==> src/sv/pixel_format_convert_blend_macros.svh <==
// Assertion macros for the pixel format converter and blender.
// PFCB_ASSERT checks only while out of reset; PFCB_ASSERT_ALWAYS also checks during reset.
`ifndef PIXEL_FORMAT_CONVERT_BLEND_MACROS_SVH
`define PIXEL_FORMAT_CONVERT_BLEND_MACROS_SVH

`ifndef ASSERT_OFF
`define PFCB_ASSERT(label, prop, msg) \
    label: assert property (@(posedge aclk) disable iff (!aresetn) prop) else $error(msg);
`define PFCB_ASSERT_ALWAYS(label, prop, msg) \
    label: assert property (@(posedge aclk) prop) else $error(msg);
`else
`define PFCB_ASSERT(label, prop, msg)
`define PFCB_ASSERT_ALWAYS(label, prop, msg)
`endif

`endif

==> src/sv/pfcb_pkg.sv <==
`timescale 1ns / 1ps

package pfcb_pkg;

    typedef enum logic [2:0] {
        FMT_NONE   = 3'd0,
        FMT_MONO   = 3'd1,
        FMT_RGB111 = 3'd2,
        FMT_RGB565 = 3'd3,
        FMT_RGB666 = 3'd4,
        FMT_RGB888 = 3'd5
    } fmt_t;

    typedef enum logic [1:0] {
        REG_FORE_FORMAT = 2'd0,
        REG_BACK_FORMAT = 2'd1,
        REG_OUT_FORMAT  = 2'd2
    } cfg_reg_t;

    typedef enum logic [2:0] {
        DEP_0,
        DEP_1,
        DEP_5,
        DEP_6,
        DEP_8
    } depth_t;

    typedef enum logic [1:0] {
        BL_BACK,
        BL_FORE,
        BL_MIX
    } blend_sel_t;

    typedef logic [7:0] chan_t;
    typedef logic [2:0][7:0] pix_t;
    typedef logic [23:0] word_t;

    // rescale constants: (c * tmax) / smax == (c * K) >> SH, exact over the channel range
    localparam logic [29:0] K_5_6 = 30'd532791;
    localparam logic [29:0] K_5_8 = 30'd2156535;
    localparam logic [29:0] K_6_5 = 30'd515995;
    localparam logic [29:0] K_6_8 = 30'd4244475;
    localparam logic [29:0] K_8_5 = 30'd509919;
    localparam logic [29:0] K_8_6 = 30'd1036287;
    localparam int unsigned SH_FROM5 = 18;
    localparam int unsigned SH_FROM6 = 20;
    localparam int unsigned SH_FROM8 = 22;

    function automatic fmt_t norm_fmt(logic [2:0] code);
        fmt_t f;
        if (code > FMT_RGB888) begin
            f = FMT_NONE;
        end else begin
            f = fmt_t'(code);
        end
        return f;
    endfunction

    function automatic depth_t chan_depth(fmt_t f, logic [1:0] ch);
        depth_t d;
        case (f)
            FMT_MONO, FMT_RGB111: d = DEP_1;
            FMT_RGB565:           d = (ch == 2'd1) ? DEP_6 : DEP_5;
            FMT_RGB666:           d = DEP_6;
            FMT_RGB888:           d = DEP_8;
            default:              d = DEP_0;
        endcase
        return d;
    endfunction

    function automatic chan_t depth_max(depth_t d);
        chan_t m;
        case (d)
            DEP_1:   m = 8'h01;
            DEP_5:   m = 8'h1F;
            DEP_6:   m = 8'h3F;
            DEP_8:   m = 8'hFF;
            default: m = 8'h00;
        endcase
        return m;
    endfunction

    function automatic pix_t unpack_pix(word_t w, fmt_t f);
        pix_t p;
        p = '0;
        case (f)
            FMT_MONO: begin
                p[0] = {7'd0, w[0]};
                p[1] = {7'd0, w[0]};
                p[2] = {7'd0, w[0]};
            end
            FMT_RGB111: begin
                p[0] = {7'd0, w[2]};
                p[1] = {7'd0, w[1]};
                p[2] = {7'd0, w[0]};
            end
            FMT_RGB565: begin
                p[0] = {3'd0, w[15:11]};
                p[1] = {2'd0, w[10:5]};
                p[2] = {3'd0, w[4:0]};
            end
            FMT_RGB666: begin
                p[0] = {2'd0, w[17:12]};
                p[1] = {2'd0, w[11:6]};
                p[2] = {2'd0, w[5:0]};
            end
            FMT_RGB888: begin
                p[0] = w[23:16];
                p[1] = w[15:8];
                p[2] = w[7:0];
            end
            default: p = '0;
        endcase
        return p;
    endfunction

    function automatic word_t pack_pix(pix_t p, fmt_t f);
        word_t w;
        case (f)
            FMT_MONO:   w = {23'd0, |{p[0], p[1], p[2]}};
            FMT_RGB111: w = {21'd0, p[0][0], p[1][0], p[2][0]};
            FMT_RGB565: w = {8'd0, p[0][4:0], p[1][5:0], p[2][4:0]};
            FMT_RGB666: w = {6'd0, p[0][5:0], p[1][5:0], p[2][5:0]};
            FMT_RGB888: w = {p[0], p[1], p[2]};
            default:    w = '0;
        endcase
        return w;
    endfunction

    function automatic chan_t rescale_chan(chan_t c, depth_t src, depth_t dst);
        chan_t       cm;
        logic [29:0] prod;
        chan_t       res;
        cm   = c & depth_max(src);
        prod = '0;
        res  = '0;
        if (src == DEP_0 || dst == DEP_0) begin
            res = '0;
        end else if (src == dst) begin
            res = cm;
        end else if (src == DEP_1) begin
            res = cm[0] ? depth_max(dst) : 8'd0;
        end else if (dst == DEP_1) begin
            res = (cm == depth_max(src)) ? 8'd1 : 8'd0;
        end else begin
            case ({src, dst})
                {DEP_5, DEP_6}: begin
                    prod = {22'd0, cm} * K_5_6;
                    res  = 8'(prod >> SH_FROM5);
                end
                {DEP_5, DEP_8}: begin
                    prod = {22'd0, cm} * K_5_8;
                    res  = 8'(prod >> SH_FROM5);
                end
                {DEP_6, DEP_5}: begin
                    prod = {22'd0, cm} * K_6_5;
                    res  = 8'(prod >> SH_FROM6);
                end
                {DEP_6, DEP_8}: begin
                    prod = {22'd0, cm} * K_6_8;
                    res  = 8'(prod >> SH_FROM6);
                end
                {DEP_8, DEP_5}: begin
                    prod = {22'd0, cm} * K_8_5;
                    res  = 8'(prod >> SH_FROM8);
                end
                {DEP_8, DEP_6}: begin
                    prod = {22'd0, cm} * K_8_6;
                    res  = 8'(prod >> SH_FROM8);
                end
                default: res = '0;
            endcase
        end
        return res;
    endfunction

endpackage

==> src/sv/pfcb_blend_lane.sv <==
`timescale 1ns / 1ps

module pfcb_blend_lane
    import pfcb_pkg::*;
(
    input  logic       aclk,
    input  logic       en,
    input  chan_t      fore,
    input  chan_t      back,
    input  logic [7:0] alpha,
    output chan_t      blend
);

    logic [8:0]  fore_wt;
    logic [8:0]  back_wt;
    logic [16:0] fore_prod_next;
    logic [16:0] back_prod_next;
    logic [16:0] fore_prod_reg;
    logic [16:0] back_prod_reg;
    blend_sel_t  sel_next;
    blend_sel_t  sel_reg;
    chan_t       fore_reg;
    chan_t       back_reg;
    logic [17:0] mix_sum;
    chan_t       blend_next;
    chan_t       blend_reg;

    assign fore_wt        = {1'b0, alpha} + 9'd1;
    assign back_wt        = 9'd256 - {1'b0, alpha};
    assign fore_prod_next = {9'd0, fore} * {8'd0, fore_wt};
    assign back_prod_next = {9'd0, back} * {8'd0, back_wt};

    always_comb begin
        if (alpha == 8'd0) begin
            sel_next = BL_BACK;
        end else if (alpha == 8'hFF) begin
            sel_next = BL_FORE;
        end else begin
            sel_next = BL_MIX;
        end
    end

    assign mix_sum = {1'b0, fore_prod_reg} + {1'b0, back_prod_reg};

    always_comb begin
        case (sel_reg)
            BL_BACK: blend_next = back_reg;
            BL_FORE: blend_next = fore_reg;
            BL_MIX:  blend_next = mix_sum[15:8];
            default: blend_next = '0;
        endcase
    end

    always_ff @(posedge aclk) begin
        if (en) begin
            fore_prod_reg <= fore_prod_next;
            back_prod_reg <= back_prod_next;
            sel_reg       <= sel_next;
            fore_reg      <= fore;
            back_reg      <= back;
            blend_reg     <= blend_next;
        end
    end

    assign blend = blend_reg;

endmodule

==> src/sv/pixel_format_convert_blend.sv <==
`timescale 1ns / 1ps
// Pixel format converter and alpha blender.
// Input channel s_*: one request carries a foreground word, a background word and an
// 8-bit alpha. Output channel m_*: one blended word per request, in request order.
// Config channel cfg_*: index 0 foreground format, 1 background format, 2 output
// format (0 none, 1 mono, 2 rgb111, 3 rgb565, 4 rgb666, 5 rgb888; 6 and 7 act as none).
// cfg_ready is always high; write formats only while no request is in flight.
// Pipeline of four register stages: unpack and background rescale, blend products,
// blend sum and select, output rescale and pack into the output register.
// m_valid rises once a request has passed through stages 1 to 3 into the output register;
// one request per cycle is sustained while m_ready stays high.
// When m_ready is low with a result waiting, the whole pipeline holds and s_ready
// drops in the same cycle; nothing is dropped or repeated.
// Reset (aresetn low, synchronous) empties the pipeline and sets all formats to rgb888.

`include "pixel_format_convert_blend_macros.svh"

module pixel_format_convert_blend
    import pfcb_pkg::*;
(
    input  logic        aclk,
    input  logic        aresetn,

    input  logic        cfg_valid,
    output logic        cfg_ready,
    input  logic [1:0]  cfg_index,
    input  logic [2:0]  cfg_data,

    input  logic        s_valid,
    output logic        s_ready,
    input  logic [23:0] s_fore_word,
    input  logic [23:0] s_back_word,
    input  logic [7:0]  s_alpha,

    output logic        m_valid,
    input  logic        m_ready,
    output logic [23:0] m_out_word
);

    logic [2:0] fore_format_reg;
    logic [2:0] back_format_reg;
    logic [2:0] out_format_reg;
    fmt_t       fore_fmt;
    fmt_t       back_fmt;
    fmt_t       out_fmt;

    logic       advance;
    logic       s1_valid_reg;
    logic       s2_valid_reg;
    logic       s3_valid_reg;
    logic       m_valid_reg;

    pix_t       fore_pix_next;
    pix_t       back_raw;
    pix_t       back_pix_next;
    pix_t       s1_fore_reg;
    pix_t       s1_back_reg;
    logic [7:0] s1_alpha_reg;
    pix_t       blend_pix;
    pix_t       out_pix;
    word_t      out_word_next;
    word_t      out_word_reg;

    // configuration
    assign cfg_ready = 1'b1;

    always_ff @(posedge aclk) begin
        if (!aresetn) begin
            fore_format_reg <= FMT_RGB888;
            back_format_reg <= FMT_RGB888;
            out_format_reg  <= FMT_RGB888;
        end else if (cfg_valid && cfg_ready) begin
            case (cfg_index)
                REG_FORE_FORMAT: fore_format_reg <= cfg_data;
                REG_BACK_FORMAT: back_format_reg <= cfg_data;
                REG_OUT_FORMAT:  out_format_reg  <= cfg_data;
                default: ;
            endcase
        end
    end

    assign fore_fmt = norm_fmt(fore_format_reg);
    assign back_fmt = norm_fmt(back_format_reg);
    assign out_fmt  = norm_fmt(out_format_reg);

    // pipeline control: all stages move together
    assign advance = !m_valid_reg || m_ready;
    assign s_ready = advance;

    always_ff @(posedge aclk) begin
        if (!aresetn) begin
            s1_valid_reg <= 1'b0;
            s2_valid_reg <= 1'b0;
            s3_valid_reg <= 1'b0;
            m_valid_reg  <= 1'b0;
        end else if (advance) begin
            s1_valid_reg <= s_valid;
            s2_valid_reg <= s1_valid_reg;
            s3_valid_reg <= s2_valid_reg;
            m_valid_reg  <= s3_valid_reg;
        end
    end

    // stage 1: unpack, background to foreground depth
    always_comb begin
        fore_pix_next = unpack_pix(s_fore_word, fore_fmt);
        back_raw      = unpack_pix(s_back_word, back_fmt);
        for (int ch = 0; ch < 3; ch++) begin
            back_pix_next[ch] = rescale_chan(back_raw[ch], chan_depth(back_fmt, 2'(ch)),
                                             chan_depth(fore_fmt, 2'(ch)));
        end
    end

    always_ff @(posedge aclk) begin
        if (advance) begin
            s1_fore_reg  <= fore_pix_next;
            s1_back_reg  <= back_pix_next;
            s1_alpha_reg <= s_alpha;
        end
    end

    // stages 2 and 3: per-channel blend
    for (genvar g = 0; g < 3; g++) begin : g_lane
        pfcb_blend_lane u_lane (
            .aclk  (aclk),
            .en    (advance),
            .fore  (s1_fore_reg[g]),
            .back  (s1_back_reg[g]),
            .alpha (s1_alpha_reg),
            .blend (blend_pix[g])
        );
    end

    // stage 4: output depth and pack
    always_comb begin
        for (int ch = 0; ch < 3; ch++) begin
            out_pix[ch] = rescale_chan(blend_pix[ch], chan_depth(fore_fmt, 2'(ch)),
                                       chan_depth(out_fmt, 2'(ch)));
        end
        out_word_next = pack_pix(out_pix, out_fmt);
    end

    always_ff @(posedge aclk) begin
        if (advance) begin
            out_word_reg <= out_word_next;
        end
    end

    assign m_valid    = m_valid_reg;
    assign m_out_word = out_word_reg;

    `PFCB_ASSERT_ALWAYS(a_reset_empties, !aresetn |=> !s1_valid_reg && !s2_valid_reg && !s3_valid_reg && !m_valid_reg, "pipeline not empty after reset")
    `PFCB_ASSERT(a_ready_when_empty, !m_valid_reg |-> s_ready, "input stalled with output register empty")
    `PFCB_ASSERT(a_request_enters, s_valid && s_ready |=> s1_valid_reg, "accepted request lost at stage 1")
    `PFCB_ASSERT(a_stall_keeps_item, s3_valid_reg && !advance |=> s3_valid_reg, "request dropped during stall")

endmodule
==> config.mk <==
export PLATFORM = sky130hd
export DESIGN_NAME = pixel_format_convert_blend
export DESIGN_NICKNAME = d
export VERILOG_FILES = /design/src/sv/pfcb_pkg.sv /design/src/sv/pfcb_blend_lane.sv /design/src/sv/pixel_format_convert_blend.sv
export VERILOG_INCLUDE_DIRS = /design/src /design/src/sv
export SDC_FILE = /design/constraint.sdc
export NUM_CORES = 2
export LEC_CHECK = 0
export BUFFER_PORTS_ARGS = -buffer_cell sky130_fd_sc_hd__buf_2
export CORE_MARGIN = 3
export CORE_UTILIZATION = 30
export DETAILED_ROUTE_END_ITERATION = 12
export PLACE_DENSITY_LB_ADDON = 0.15
export SETUP_SLACK_MARGIN = 0.3
export SLEW_MARGIN = 20
export SYNTH_ARGS = -nofsm -noshare
export SYNTH_HDL_FRONTEND = slang
export SYNTH_SLANG_ARGS = --single-unit
==> constraint.sdc <==
create_clock -name aclk -period 8.3 [get_ports aclk]
set_input_delay 0.415 -clock aclk [delete_from_list [all_inputs] [get_ports aclk]]
set_output_delay 0.415 -clock aclk [all_outputs]
set_load 0.01 [all_outputs]
Word level (Yosys, flattened, before mapping)
Cells that the tools add are included.
{"block": "word_totals", "register_bits": 263, "inputBits": 66, "out_inout_bits": 27, "word_cells": 271}
{"block": "op_classes", "add_sub_neg": 5, "n_mul": 42, "magnitude_cmp": 3, "n_eq_ne": 78, "n_mux": 81, "bitwise": 6, "n_reduce_logical": 25}
{"op": "$pmux 24 s5", "count": 3}
{"op": "$mux 8", "count": 43}
{"op": "$mul 8x19->27 const B", "count": 12}
{"op": "$pmux 8 s6", "count": 6}
{"op": "$pmux 8 s4", "count": 6}
{"op": "$mul 8x20->28 const B", "count": 6}
{"op": "$mul 8x23->28 const B", "count": 6}
{"op": "$pmux 8 s3", "count": 7}
{"op": "$mul 8x20->26 const B", "count": 6}
{"op": "$mul 8x22->26 const B", "count": 6}
{"op": "$eq 6x5->1 const B", "count": 16}
{"op": "$mul 8x9->16", "count": 6}
{"op": "$eq 3x2->1 const B", "count": 18}
{"op": "$add 16x16->16", "count": 3}
{"op": "$and 8x8->8", "count": 6}
{"op": "$eq 6x6->1 const B", "count": 8}
{"op": "$eq 8x8->1", "count": 6}
{"op": "$eq 3x3->1 const B", "count": 12}
{"op": "$pmux 3 s4", "count": 3}
{"op": "$eq 3x1->1 const B", "count": 9}
{"op": "$pmux 3 s3", "count": 3}
{"op": "$reduce_or 24->1", "count": 1}
{"op": "$logic_not 3->1", "count": 6}
{"op": "$eq 3x3->1", "count": 4}
{"op": "other kinds (15)", "count": 38}

Longest topological paths before layout
{"block": "logic_depth", "word_depth": 19, "depth_mapped": 34, "ltp_nobuf": 31}

Cells and area by module
A second synthesis with hierarchy kept.
{"block": "unflattened", "hier_cells": 7757, "hier_area_um2": 72510.8}
{"mod": "pixel_format_convert_blend", "n_inst": 1, "cells_per_inst": 5644, "area_each_um2": 50980.1, "seq_area_each_um2": 2662.6}
{"mod": "pfcb_blend_lane (g_lane[0].u_lane ...)", "n_inst": 2, "cells_per_inst": 701, "area_each_um2": 7149.4, "seq_area_each_um2": 1741.7}
{"mod": "pfcb_blend_lane (g_lane[2].u_lane)", "n_inst": 1, "cells_per_inst": 711, "area_each_um2": 7231.9, "seq_area_each_um2": 1741.7}

Worst setup path after synthesis
OpenSTA, ideal clock, no wires.
{"block": "synth_timing", "path_type": "in2reg", "start": "input port m_ready", "end": "register m_valid_reg (netlist: m_valid)", "setup_ps": 466, "t_arrival_ps": 8128, "required_ps": 7834, "slack_ps": -294, "path_stages": 3, "n_path_buf": 1, "cell_sequence": "nand2b_1 > clkbuf_1 > a21boi_0"}
{"block": "synth_between", "elab_chain_cells": 1}
{"item": "start, declared", "line_no": "pixel_format_convert_blend.sv:36", "rtl": "input logic m_ready,"}
{"item": "$logic_or 1x1->1", "line_no": "pixel_format_convert_blend.sv:87", "rtl": "assign advance = !m_valid_reg || m_ready;"}
{"item": "via s_ready", "line_no": "pixel_format_convert_blend.sv:30", "rtl": "output logic s_ready,"}
{"item": "end signal, assigned", "line_no": "pixel_format_convert_blend.sv:100", "rtl": "m_valid_reg <= s3_valid_reg;"}
{"item": "end, declared", "line_no": "pixel_format_convert_blend.sv:51", "rtl": "logic m_valid_reg;"}
The timed path passes the listed nets, and every way through them passes these cells.
A chain may end at the register's enable or synchronous reset.

Worst setup path in the final report
{"block": "layout_timing", "start": "register fore_format_reg[1]", "end": "register out_word_reg[0] (netlist: m_out_word[0]) (data pin)"}
{"block": "layout_between", "elab_chain_cells": 19, "word_cells_on_any_way": 96, "classes_between": "18 x mul; 1 x order compare; 30 x eq/ne; 37 x mux; 3 x bitwise; 7 x reduce/logical"}
{"item": "start, declared", "line_no": "pixel_format_convert_blend.sv:40", "rtl": "logic [2:0] fore_format_reg;"}
{"item": "start signal, assigned", "line_no": "pixel_format_convert_blend.sv:74", "rtl": "REG_FORE_FORMAT: fore_format_reg <= cfg_data;"}
{"item": "$gt 3x3->1", "line_no": "pfcb_pkg.sv:51", "rtl": "if (code > FMT_RGB888) begin"}
{"item": "$mux 3 *", "line_no": "pfcb_pkg.sv:51"}
{"item": "branches (longest 16 deep; another with $mul 8x23->28)"}
{"item": "$pmux 24 s5 *", "line_no": "pfcb_pkg.sv:119", "rtl": "case (f)"}
{"item": "via out_word_next[0]", "line_no": "pixel_format_convert_blend.sv:61", "rtl": "word_t out_word_next;"}
{"item": "end signal, assigned", "line_no": "pixel_format_convert_blend.sv:145", "rtl": "out_word_reg <= out_word_next;"}
{"item": "end, declared", "line_no": "pixel_format_convert_blend.sv:62", "rtl": "word_t out_word_reg;"}
Mark *: on every way through the listed nets, which the timed path passes. The select of a mux whose other input is x is not followed.

==> out/results.ini <==
[cts]
h-tree-depth=2
root_buffer=clkbuf_16
clkLatencyLatePin_ns=0.61
cts_buffers=37
max-clock-path-buffers=3
cts_tree=built
clock-sinks=263
clk_pin_slew_worst_paths_ns=0.07

[logic_synthesis]
ys.warnings.count=0
synth-seq-cells=263
syn_avg_cell_area_um2=9.404
ys_async_sr_fraction=0
seq_area_frac_synth=0.1105
syn_inst=7475
synth-edff-count=250
synth_cell_type_count=104
synth_nets=9881
ys.flop_type=edfxtp_1
syn_area_um2=70290

[floorplanning]
die_h_um=490.1
initial_core_util=0.3020
io_pins=93
die_w_um=490.1
coreArea_um2=232800
die-area_um2=240100
num_rows=177

[detailed_routing]
vias_per_cell=4.946
ant_nets=0
wl_mm=235.3
vias=53670
first_pass_iters=7
drc_errors=0
drt_iter0_markers=2852
routedWlPerCell_um=21.68

[worst_hold_path]
hold_path.class=primary input to flop

[sta]
skew_ns=0.03450
hold_viol_final=0
fmax_mhz=128.2
setup_ws_ns=0.5012
final_max_slew_viol_count=0
setup_viol=0
slew_headroom=0.2163
tns_ns=0
period_minus_slack_ns=7.799
rsz0062_at_grt=true
worst_pin_slew_ns=1.168
final.period_utilization=0.9396

[critical_path]
crit_path_max_fanout=6
crit_arrival_ns=8.14
endpoint_kind=flop
cp-start-kind=flop
crit_required_ns=8.64
critical_path_class=flop to flop

[finish]
fin_nets=10090
area_growth_pct=10.16
drive_gt1_frac=0.06949

[place]
gp_congestion=0.9105
dp_hpwl_mm=200.5
io_buffers=91
post-place-ws_ns=0.1787

[global_routing]
grt_max_degree=73
grt_pass1_wl_mm=359.1
overflow=0
antenna_found_initial=18
grtUsageTotal=0.1942
grt_pass1_vias=56590

[job]
maxCapViolations=0

[run_status]
status=finished clean

-- critical path: stages, from the launching register on --
cell       delay (ns)
dfxtp_1          0.36
ha_1             0.38
nor2b_4          0.07
a21o_1           0.24
and2_1           0.19
inv_1            0.30
fa_2             0.62
fa_1             0.57
inv_1            0.14
fa_1             0.55
inv_1            0.05
fa_1             0.50
inv_1            0.05
ha_1             0.33
nand4_1          0.20
nor3_1           0.66
nor3_2           0.21
nor3_1           0.21
nor3b_1          0.11
a2111oi_0        0.55
a31oi_2          0.35
nor4b_1          0.37
and4b_1          0.23
and4_1           0.18
a31oi_1          0.08
-- metal layers --
layer,track usage,up-vias,routed length (µm)
met5,0,-,0
met4,0.04972,0,6635
li1,-,25510,-
met2,0.3258,1069,110600
met1,0.2710,26870,110100
met3,0.01299,232,7911
-- synth_stat cells (all sizes together) (28+ instances only) --
cell    number  area (µm²)
inv       1475        5537
ha        1352       16920
fa         988       19780
nand2      513        1926
a21oi      361        1822
nor2       264       991.0
and2       250        1564
edfxtp     250        7507
o21ai      244        1232
xnor2      172        1506
a21o       127       953.4
clkbuf     116       435.4
nand3      106       530.5
nor3        94       475.5
xor2        92       805.8
nor2b       68       425.4
mux2i       62       620.6
a211oi      60       462.9
nand2b      54       340.3
a31oi       50       319.1
and3        50       312.8
o21a        48       360.4
nand4       42       262.8
or2         40       250.3
or3         37       231.5
o21bai      36       270.3
buf         33       156.4
o211ai      33       247.7
o22ai       29       181.4
a221oi      28       251.5
-- stage by stage --
stage / hold slack, ns / cell area, µm² / cells / utilization
2_1_floorplan: 0.4244 / 70300 / 7475 / -
3_3_place_gp: 0.4520 / 75780 / 10750 / 0.3256
3_5_place_dp: 0.4582 / 75780 / 10750 / 0.3256
4_1_cts: 0.03393 / 77020 / 10830 / 0.3309
5_1_grt: 0.09994 / 77430 / 10850 / 0.3327
6_report: 0.08064 / 77440 / 10850 / 0.3327
-- timing repair --
item / in CTS / in global routing
endpoints found under the setup margin: 5 / 35
pin swaps: 0 / 7
resized for setup: 3 / 67
hold buffers: 8 / 0
setup buffers: 0 / 20
endpoints found under the hold margin: 8 / 0
-- area by class of cell --
class	count	area [µm²]
timing repair buffer	319	2212
fill	24110	155300
sequential	263	7767
inverter	1475	5567
multi-input combinational	5588	56790
clock inverter	25	186.4
clock buffer	43	969.7
tap	3132	3919
antenna	8	20.02
-- worst paths after layout --
kind	start	to	slack, ns	depth (start not counted)
worst max-delay path	fore_format_reg[1]	m_out_word[0]	0.50	24
worst min-delay path	s_valid	s1_valid_reg	0.08	3
worst max register to register	fore_format_reg[1]	m_out_word[0]	0.50	24
worst min register to register	s3_valid_reg	m_valid	0.46	2
-- layout by cell type, fill, tap and decap left out, types with 49 or more instances in the layout --
cell         n
buf_2       91
nand3_1    106
xnor2_1    165
and3_1      49
xor2_1      87
a21oi_1    354
fa_1       973
nor2b_1     67
nand2b_1    51
nor3_1      87
a211oi_1    57
inv_1     1464
mux2i_1     61
buf_4      218
a21o_1     127
nor2_1     261
o21ai_0    230
ha_1      1350
edfxtp_1   250
nand2_1    509
and2_1     250
-- logic make-up after synthesis --
kind of cell / count (synthesis) / synth area share
other: 1 / 0.00005335
multiplexers: 68 / 0.009790
AND/OR/NAND/NOR: 1634 / 0.1172
XOR/XNOR: 264 / 0.03289
AO/OA/AOI/OAI: 1280 / 0.1202
flip-flops: 263 / 0.1105
buffers and inverters: 1624 / 0.08719
adder cells (fa/ha/maj): 2341 / 0.5222
Power is left out: the tool's default activity adds up to more than one toggle a clock period on the data nets, which glitch-free logic cannot reach.
